`src/rtl/ctle_ram.sv`:
```
// ----------------------------------------------------------------------------
// Generic RAM
// One write port and one read port with a registered read.
// ----------------------------------------------------------------------------
`default_nettype none

module ctle_ram #(
    parameter int WIDTH = 8,
    parameter int DEPTH = 16
) (
    input  wire logic                     clk,
    input  wire logic                     we,
    input  wire logic [$clog2(DEPTH)-1:0] waddr,
    input  wire logic [WIDTH-1:0]         wdata,
    input  wire logic                     re,
    input  wire logic [$clog2(DEPTH)-1:0] raddr,
    output logic      [WIDTH-1:0]         rdata
);

    logic [WIDTH-1:0] mem [DEPTH];

    always_ff @(posedge clk)
    begin
        if (we)
        begin
            mem[waddr] <= wdata;
        end
        if (re)
        begin
            rdata <= mem[raddr];
        end
    end

endmodule

`default_nettype wire

```
`config.mk`:
```
export PLATFORM = sky130hd
export DESIGN_NAME = ctle_ram
export DESIGN_NICKNAME = d
export VERILOG_FILES = /design/src/rtl/ctle_ram.sv
export SDC_FILE = /design/constraint.sdc
export NUM_CORES = 1
export LEC_CHECK = 0
export BUFFER_PORTS_ARGS = -buffer_cell sky130_fd_sc_hd__buf_2
export CAP_MARGIN = 10
export CORE_MARGIN = 1
export CORE_UTILIZATION = 55
export DETAILED_ROUTE_END_ITERATION = 8
export MAX_ROUTING_LAYER = met4
export PLACE_DENSITY = 0.73
export SYNTH_ARGS = -nofsm -noshare
export SYNTH_HDL_FRONTEND = slang
export SYNTH_SLANG_ARGS = --single-unit
```
`constraint.sdc`:
```
create_clock -name clk -period 2.2 [get_ports clk]
set_clock_uncertainty 0.05 [all_clocks]
set_input_delay 0.33 -clock clk [delete_from_list [all_inputs] [get_ports clk]]
set_output_delay 0.33 -clock clk [all_outputs]
set_load 0.05 [all_outputs]
```
==> out/qor.csv <==
metric,value,unit
CTS Hold Buffers Added,0,
final wirelength,9940,µm
Total GRT Usage,23.4,%
IR Drop Worst-Case VDD,0.605,mV
pin count of the biggest net entering global routing,22,
Synth Cell Area,5230,µm²
synthesized area per cell,22.8,µm²
Crit Path Max Fanout,1,
FMAX,643,MHz
hold slack,145,ps
warnings from Yosys,0,
Worst-path clk slew,60,ps
most frequent cells in the layout,"edfxtp_1, buf_2, buf_4",
antenna diode count,0,
Max clock buf depth,2,
worst setup path startpoint,mem[1][4]$_DFFE_PP_,
"most common cell after layout, fill and taps aside",edfxtp_1,
final hold viol count,0,
Worst Hold Class,in -> reg,
Iteration-0 DRC Markers,200,
vias in the first global route,2520,
"FF+latch count, synth",136,
post-synthesis cell count,229,
post-cts resize count,0,
Worst Path Buf+Inv,0,
Buffers on Ports,26,
worst-skew pair later-pin latency,510,ps
via count,2472,
relative slew slack,52.7,%
setup bufs post-CTS,0,
gp weighted congestion,0.712,
initial antenna violation count,0,
Setup crit end kind,register,
global route total overflow,0,
layout cells sized above 1,32.6,%
unrepaired setup endpoints after global routing,false,
instance area at placement,5640,µm²
layout net count,307,
status,completed,
H-tree levels,4,
I/O Pins,27,
crit share post-route,70.7,%
drc violations,0,
Finished Cell Area,6260,µm²
Final Non-Filler Cells,430,
Vias/cell,5.75,
CP Launch Type,register,
Mapped Nets,248,
clk sink count,136,
Final Max Slew Viols,0,
critical path required time,2400,ps
core area,9240,µm²
setup TNS,0,ps
first-pass GRT wire length,15100,µm
Initial Util,56.6,%
"delay-heaviest family, CP",multiplexers,
CP max stage cell,mux4_2,
# setup viols final,0,
reg-to-reg startpoint,mem[1][4]$_DFFE_PP_,
number of detailed-route iterations in the first pass,4,
Die Y,99.5,µm
Hold Crit Start,re,
WP data arrival,1760,ps
site row count,35,
critical path class,reg -> reg,
crit-path cells,mux4_2 > a22oi_1 > nand2_1,
Die W,99.5,µm
Root Buffer,clkbuf_8,
filler instances,589,
Pleak,2.14,nW
Pwr Density,991,nW/µm²
DIE AREA,9900,µm²
total CTS buffers,17,
post-synthesis sequential area ratio,78.1,%
"slowest stage delay, CP",470,ps
actual slew at the worst max-slew pin,707,ps
area grow syn2layout,19.8,%
maxcap violations,0,
placed insts,398,
remaining antenna violation count,0,
"Core Util, Final",67.8,%
final worst path period need,1550,ps
Yosys cell types,18,
CTS tree,built,
DR WL/cell,23.1,µm
hpwl dp,6330,µm
[worst paths after layout]
check | cells after the start | to | slack [ps]
min | 1 | rdata[5]$_DFFE_PP_ | 140
max reg2reg | 3 | rdata[4]$_DFFE_PP_ | 650
max | 3 | rdata[4]$_DFFE_PP_ | 650
min reg2reg | 3 | rdata[5]$_DFFE_PP_ | 700
[flip-flops by register name, summed over array words and instances, names as in the netlist]
name	flops
mem	128
rdata	8
[synth_stat cells]
| cell | instances | area share [%] |
|---|---|---|
| a22oi_1 | 16 | 2.3 |
| and2_1 | 1 | 0.12 |
| and2b_1 | 1 | 0.14 |
| buf_2 | 3 | 0.29 |
| buf_4 | 1 | 0.14 |
| buf_6 | 3 | 0.65 |
| clkdlybuf4s25_2 | 3 | 0.57 |
| edfxtp_1 | 136 | 78 |
| mux4_1 | 14 | 7.0 |
| mux4_2 | 18 | 7.8 |
| nand2_1 | 9 | 0.65 |
| nand2b_1 | 2 | 0.24 |
| nand3_1 | 1 | 0.096 |
| nand3b_1 | 2 | 0.29 |
| nor2_1 | 13 | 0.93 |
| nor2b_1 | 1 | 0.12 |
| nor3_1 | 4 | 0.38 |
| or3b_2 | 1 | 0.17 |
[kinds of logic after synthesis]
logic type,share of synthesized area (%)
AO/OA/AOI/OAI,2.30
buffers and inverters,1.65
flip-flops,78.1
multiplexers,14.8
AND/OR/NAND/NOR,3.14
[metrics by stage]
stage | setup slack [ps] | power [mW]
after floorplan | 327 | 3.18
after global placement | 250 | 3.29
after detailed placement | 198 | 3.30
after CTS | 627 | 6.25
after global routing | 587 | 6.37
final | 645 | 6.21
[report_power, final]
group | internal, mW | switching [mW]
clock network | 1.95 | 1.01
registers | 2.92 | 0.0164
logic | 0.118 | 0.195
[cell type report]
cell class,count,area (µm²),area share (%)
Sequential cell,136,4080,65.2
Multi-Input combinational cell,83,1060,16.9
Clock buffer,19,422,6.73
Timing Repair Buffer,50,335,5.35
Clock inverter,13,203,3.24
Tap cell,129,161,2.58
[layer usage]
layer / vias to the layer above / wire length [µm] / GRT usage, %
li1: 1101 / - / -
met3: 11 / 580 / 5.55
met5: - / 0 / -
met1: 1271 / 4410 / 32.8
met2: 89 / 4810 / 33.8
met4: 0 / 137 / 9.05
No activity file was read; power rests on OpenSTA's default activity.
