[config.mk]
export PLATFORM = sky130hd
export DESIGN_NAME = ctle_match
export DESIGN_NICKNAME = d
export VERILOG_FILES = /design/src/rtl/ctle_pkg.sv /design/src/rtl/ctle_match.sv
export SDC_FILE = /design/constraint.sdc
export NUM_CORES = 1
export LEC_CHECK = 0
export ABC_CLOCK_PERIOD_IN_PS = 3500
export BUFFER_PORTS_ARGS = -buffer_cell sky130_fd_sc_hd__buf_2
export CAP_MARGIN = 20
export CORE_AREA = 3 3 137 139
export DETAILED_ROUTE_END_ITERATION = 10
export DIE_AREA = 0 0 140 142
export MAX_ROUTING_LAYER = met4
export PLACE_DENSITY = 0.51
export SLEW_MARGIN = 20
export SYNTH_ARGS = -nofsm -noshare
export SYNTH_HDL_FRONTEND = slang
export SYNTH_SLANG_ARGS = --single-unit
[constraint.sdc]
create_clock -name vclk -period 3.5
set_input_delay 0 -clock vclk [all_inputs]
set_output_delay 0 -clock vclk [all_outputs]
set_load 0.01 [all_outputs]
[src/rtl/ctle_pkg.sv]
// ----------------------------------------------------------------------------
// Chunk table lookup engine package
// Shared constants, codes and word types for the chunk table lookup engine.
// ----------------------------------------------------------------------------
`default_nettype none

package ctle_pkg;

    localparam int LIVE_DEPTH    = 64;
    localparam int PENDING_DEPTH = 64;

    localparam int LIVE_AW = $clog2(LIVE_DEPTH);
    localparam int PEND_AW = $clog2(PENDING_DEPTH);
    localparam int LIVE_CW = $clog2(LIVE_DEPTH + 1);
    localparam int PEND_CW = $clog2(PENDING_DEPTH + 1);
    localparam int CNT_W   = (LIVE_CW > PEND_CW) ? LIVE_CW : PEND_CW;
    localparam int SUM_W   = CNT_W + 1;

    // Command kinds.
    localparam logic [2:0] KIND_APPEND      = 3'd0;
    localparam logic [2:0] KIND_COMMIT      = 3'd1;
    localparam logic [2:0] KIND_REPLACE     = 3'd2;
    localparam logic [2:0] KIND_CLEAR_LIVE  = 3'd3;
    localparam logic [2:0] KIND_CLEAR_PEND  = 3'd4;
    localparam logic [2:0] KIND_FIND_LATEST = 3'd5;
    localparam logic [2:0] KIND_FIND_MATCH  = 3'd6;

    // Result status codes.
    localparam logic [2:0] ST_OK            = 3'd0;
    localparam logic [2:0] ST_LIVE_EMPTY    = 3'd1;
    localparam logic [2:0] ST_NO_MATCH      = 3'd2;
    localparam logic [2:0] ST_PENDING_EMPTY = 3'd3;
    localparam logic [2:0] ST_FULL          = 3'd4;

    typedef struct packed {
        logic [2:0]  kind;
        logic [31:0] peer_addr;
        logic [15:0] peer_port;
        logic [39:0] first_byte;
        logic [39:0] last_byte;
        logic [31:0] stamp;
    } req_word_t;

    typedef struct packed {
        logic [2:0] status;
        logic [5:0] entry_index;
    } rsp_word_t;

    typedef struct packed {
        logic [31:0] peer_addr;
        logic [15:0] peer_port;
        logic [39:0] first_byte;
        logic [39:0] last_byte;
        logic [31:0] stamp;
    } rec_t;

    localparam int REC_W = $bits(rec_t);

    // Flags from the shared record compare unit.
    typedef struct packed {
        logic range_eq;
        logic peer_eq;
        logic newer;
    } match_t;

endpackage

`default_nettype wire

[src/rtl/ctle_match.sv]
// ----------------------------------------------------------------------------
// Record compare unit
// Compares one stored record with the query and the best stamp so far.
// ----------------------------------------------------------------------------
`default_nettype none

module ctle_match (
    input  wire ctle_pkg::rec_t entry,
    input  wire ctle_pkg::rec_t query,
    input  wire logic [31:0]    best,
    output ctle_pkg::match_t    flags
);

    always_comb
    begin
        flags.range_eq = (entry.first_byte == query.first_byte) &&
                         (entry.last_byte == query.last_byte);
        flags.peer_eq  = (entry.peer_addr == query.peer_addr) &&
                         (entry.peer_port == query.peer_port);
        flags.newer    = entry.stamp > best;
    end

endmodule

`default_nettype wire

==> summary.txt <==
Worst setup path
  – Crit path cell chain: buf_2, ha_1, a21oi_1, o21ai_1, a221o_1, a2111oi_2, a21oi_1, buf_2
  – CP Class: in2out
  – Worst-path fanout max: 2
  – Endpoint class of the critical path: output pin
  – Worst path slowest cell: a2111oi_2
  – Req. time, crit path: 3.50 ns
  – Arrival time worst endpoint: 1.66 ns
  – CP startpoint kind: input port
  – Max stage delay on crit path: 0.40 ns

Clock network
  – Setup Fix Bufs, Post-CTS: 0
  – Resized cells post-CTS: 0
  – CTS Hold Buffers Added: 0

Global route
  – First-pass GRT wire length: 13170 µm
  – GRT overflow: 0
  – Initial antenna violation count: 0
  – Tot GR Track Use: 0.07942
  – Maximum number of pins on one net before global-route repair: 4
  – Number of global-route vias before repair: 3003

Floorplanning
  – Die area: 19880 µm²
  – Initial Utilization: 0.1233
  – I/O Pins: 355
  – Core Area: 17780 µm²
  – Row count: 49
  – Die width: 140 µm
  – Die height: 142 µm

Placement
  – Placement Setup Slack: 1.829 ns
  – I/O Buffers: 323
  – GP Congestion: 0.8026
  – Dpl cells: 835
  – HPWL after DPL: 8784 µm

Logic synthesis
  – Avg Synthesized Cell Area: 7.746 µm²
  – Yosys top cell area share: 0.3196
  – Mapped cell area: 2192 µm²
  – Post-synthesis cell type count: 22
  – Largest area contributor in the netlist: xor2_1
  – Post-synth top cells: 80 x xor2_1, 48 x xnor2_1, 32 x ha_1, 32 x inv_1, 24 x nor4_1
  – Post-Synthesis Cells: 283
  – Syn nets: 667
  – Most frequent cell after synthesis: xor2_1
  – Yosys warning count: 0
  – Largest cells by area after synthesis: xor2_1 32%, xnor2_1 19%, ha_1 18%
  – Sequential element share of the synthesized area: 0

Pwr
  – Tot Pwr: 411.0 µW
  – Peak supply drop: 46.42 µV
  – PD cells: 100.4 nW/µm²
  – Lkg Pwr: 2.241 nW
  – Power Internal: 243.3 µW
  – Sequential share of power: 0
  – Clk pwr share: 0
  – Sw Ratio: 0.4081
  – NetSw: 167.8 µW
  – Comb pwr share: 1.000

Final layout
  – Layout fillers: 1995
  – Non-Filler Instances: 835
  – Layout Nets: 992
  – Layout area overhead: 86.82%
  – Share of layout cells above drive strength 1: 0.5347
  – Sequential cell area: 0 µm²
  – # diodes: 0
  – Seq_cells: 0
  – # clk buffers: 0

STA
  – Fmax achieved: 0.6017 GHz
  – Final TNS setup: 0 ns
  – Setup WS post-layout: 1.838 ns
  – Minimum clock period: 1.662 ns
  – RSZ-0062 raised after global routing: no
  – Rel. slew slack: 0.6764
  – Fin crit share: 0.4748
  – Worst-margin pin slew: 0.4789 ns
  – Endpoints failing hold: 0
  – Max-slew violation count: 0
  – Final setup fails: 0

Drt
  – Wirelength, routed: 8973 µm
  – First-pass iteration count of the detailed router: 4
  – Remaining DRCs: 0
  – Vias: 3059
  – Drt initial violations: 30
  – Antenna-violating nets left: 0
  – Vias/cell: 3.663
  – Drt wl/cell: 10.75 µm

Flow run
  – Max cap viols: 0

Hold path
  – Hold EP: flags[1]
  – Type of the worst min-delay path: in2out
  – Min-Delay Startpoint: query[153]
  – Hold path cells: 6

Status
  – Status: completed
[cell type report]
type	count	area, µm²	share of cell area
Tap cell	229	286.5	0.06997
Inverter	32	120.1	0.02933
Timing Repair Buffer	323	1617	0.3947
Multi-Input combinational cell	251	2072	0.5060
[routing by layer]
metal  part of all wire  wire length (µm)  global-route usage
met5                  0                 0                   -
met4             0.0038                34            0.001530
met3              0.080               717            0.004032
met2               0.52              4696              0.1504
met1               0.39              3524             0.09899
[cells in the final DEF (no fill, tap or decap)]
cell type    n
ha_1        32
o21ai_0      1
o211ai_1     1
a21o_1       2
xor2_1      80
nor4_1      24
buf_2      323
a21oi_1     13
a2111oi_2    1
nand2_1      6
xnor2_1     48
a221o_1      2
o21ai_1      1
nor2_1       3
o31ai_1      1
inv_1       32
nor3_1       2
a21boi_0     2
nor2b_1      1
nor4bb_1     1
and4_1       2
nand4_1     22
nand3_1      6
[worst max path at each step]
| stage | startpoint | end | slack, ns | cells after the start |
|---|---|---|---|---|
| 2_1_floorplan | best[17] | flags[0] | 2.17 | 7 |
| 3_3_place_gp | entry[17] | flags[0] | 1.82 | 8 |
| 3_5_place_dp | entry[17] | flags[0] | 1.83 | 8 |
| 4_1_cts | entry[17] | flags[0] | 1.82 | 8 |
| 5_1_grt | best[14] | flags[0] | 1.71 | 9 |
| 6_report | entry[17] | flags[0] | 1.84 | 8 |
[per-stage QoR]
step                  util  hold slack [ns]  cell area, µm²
floorplan                -           0.2527            2192
global placement    0.2303           0.5181            4095
detailed placement  0.2303           0.5173            4095
CTS                 0.2303           0.5206            4095
global route        0.2303           0.5683            4095
finish              0.2303           0.5067            4095
[power by group through the flow]
stage                     Combinational, mW  Sequential (mW)  Clock, mW
final                                 0.411                0          0
after global routing                  0.462                0          0
after CTS                             0.418                0          0
after detailed placement              0.416                0          0
after global placement                0.413                0          0
after floorplan                       0.181                0          0
[logic make-up (layout without fill, tap and decap cells)]
| kind of cell | after synthesis | count (layout) | share of synthesized area |
|---|---|---|---|
| xor gates and xnor gates | 128 | 128 | 0.5114 |
| adders and majority gates | 32 | 32 | 0.1826 |
| buffers and inverters | 32 | 355 | 0.05480 |
| and+or+nand+nor | 67 | 67 | 0.1804 |
| AOI/OAI and AO/OA | 24 | 24 | 0.07077 |
[worst max-delay path: cells and delay by family]
family                     cells  cell delay (ns)
AOI/OAI and AO/OA              5             1.13
adders and majority gates      1             0.29
buffers and inverters          2             0.25
(Power assumes the default switching activity.)
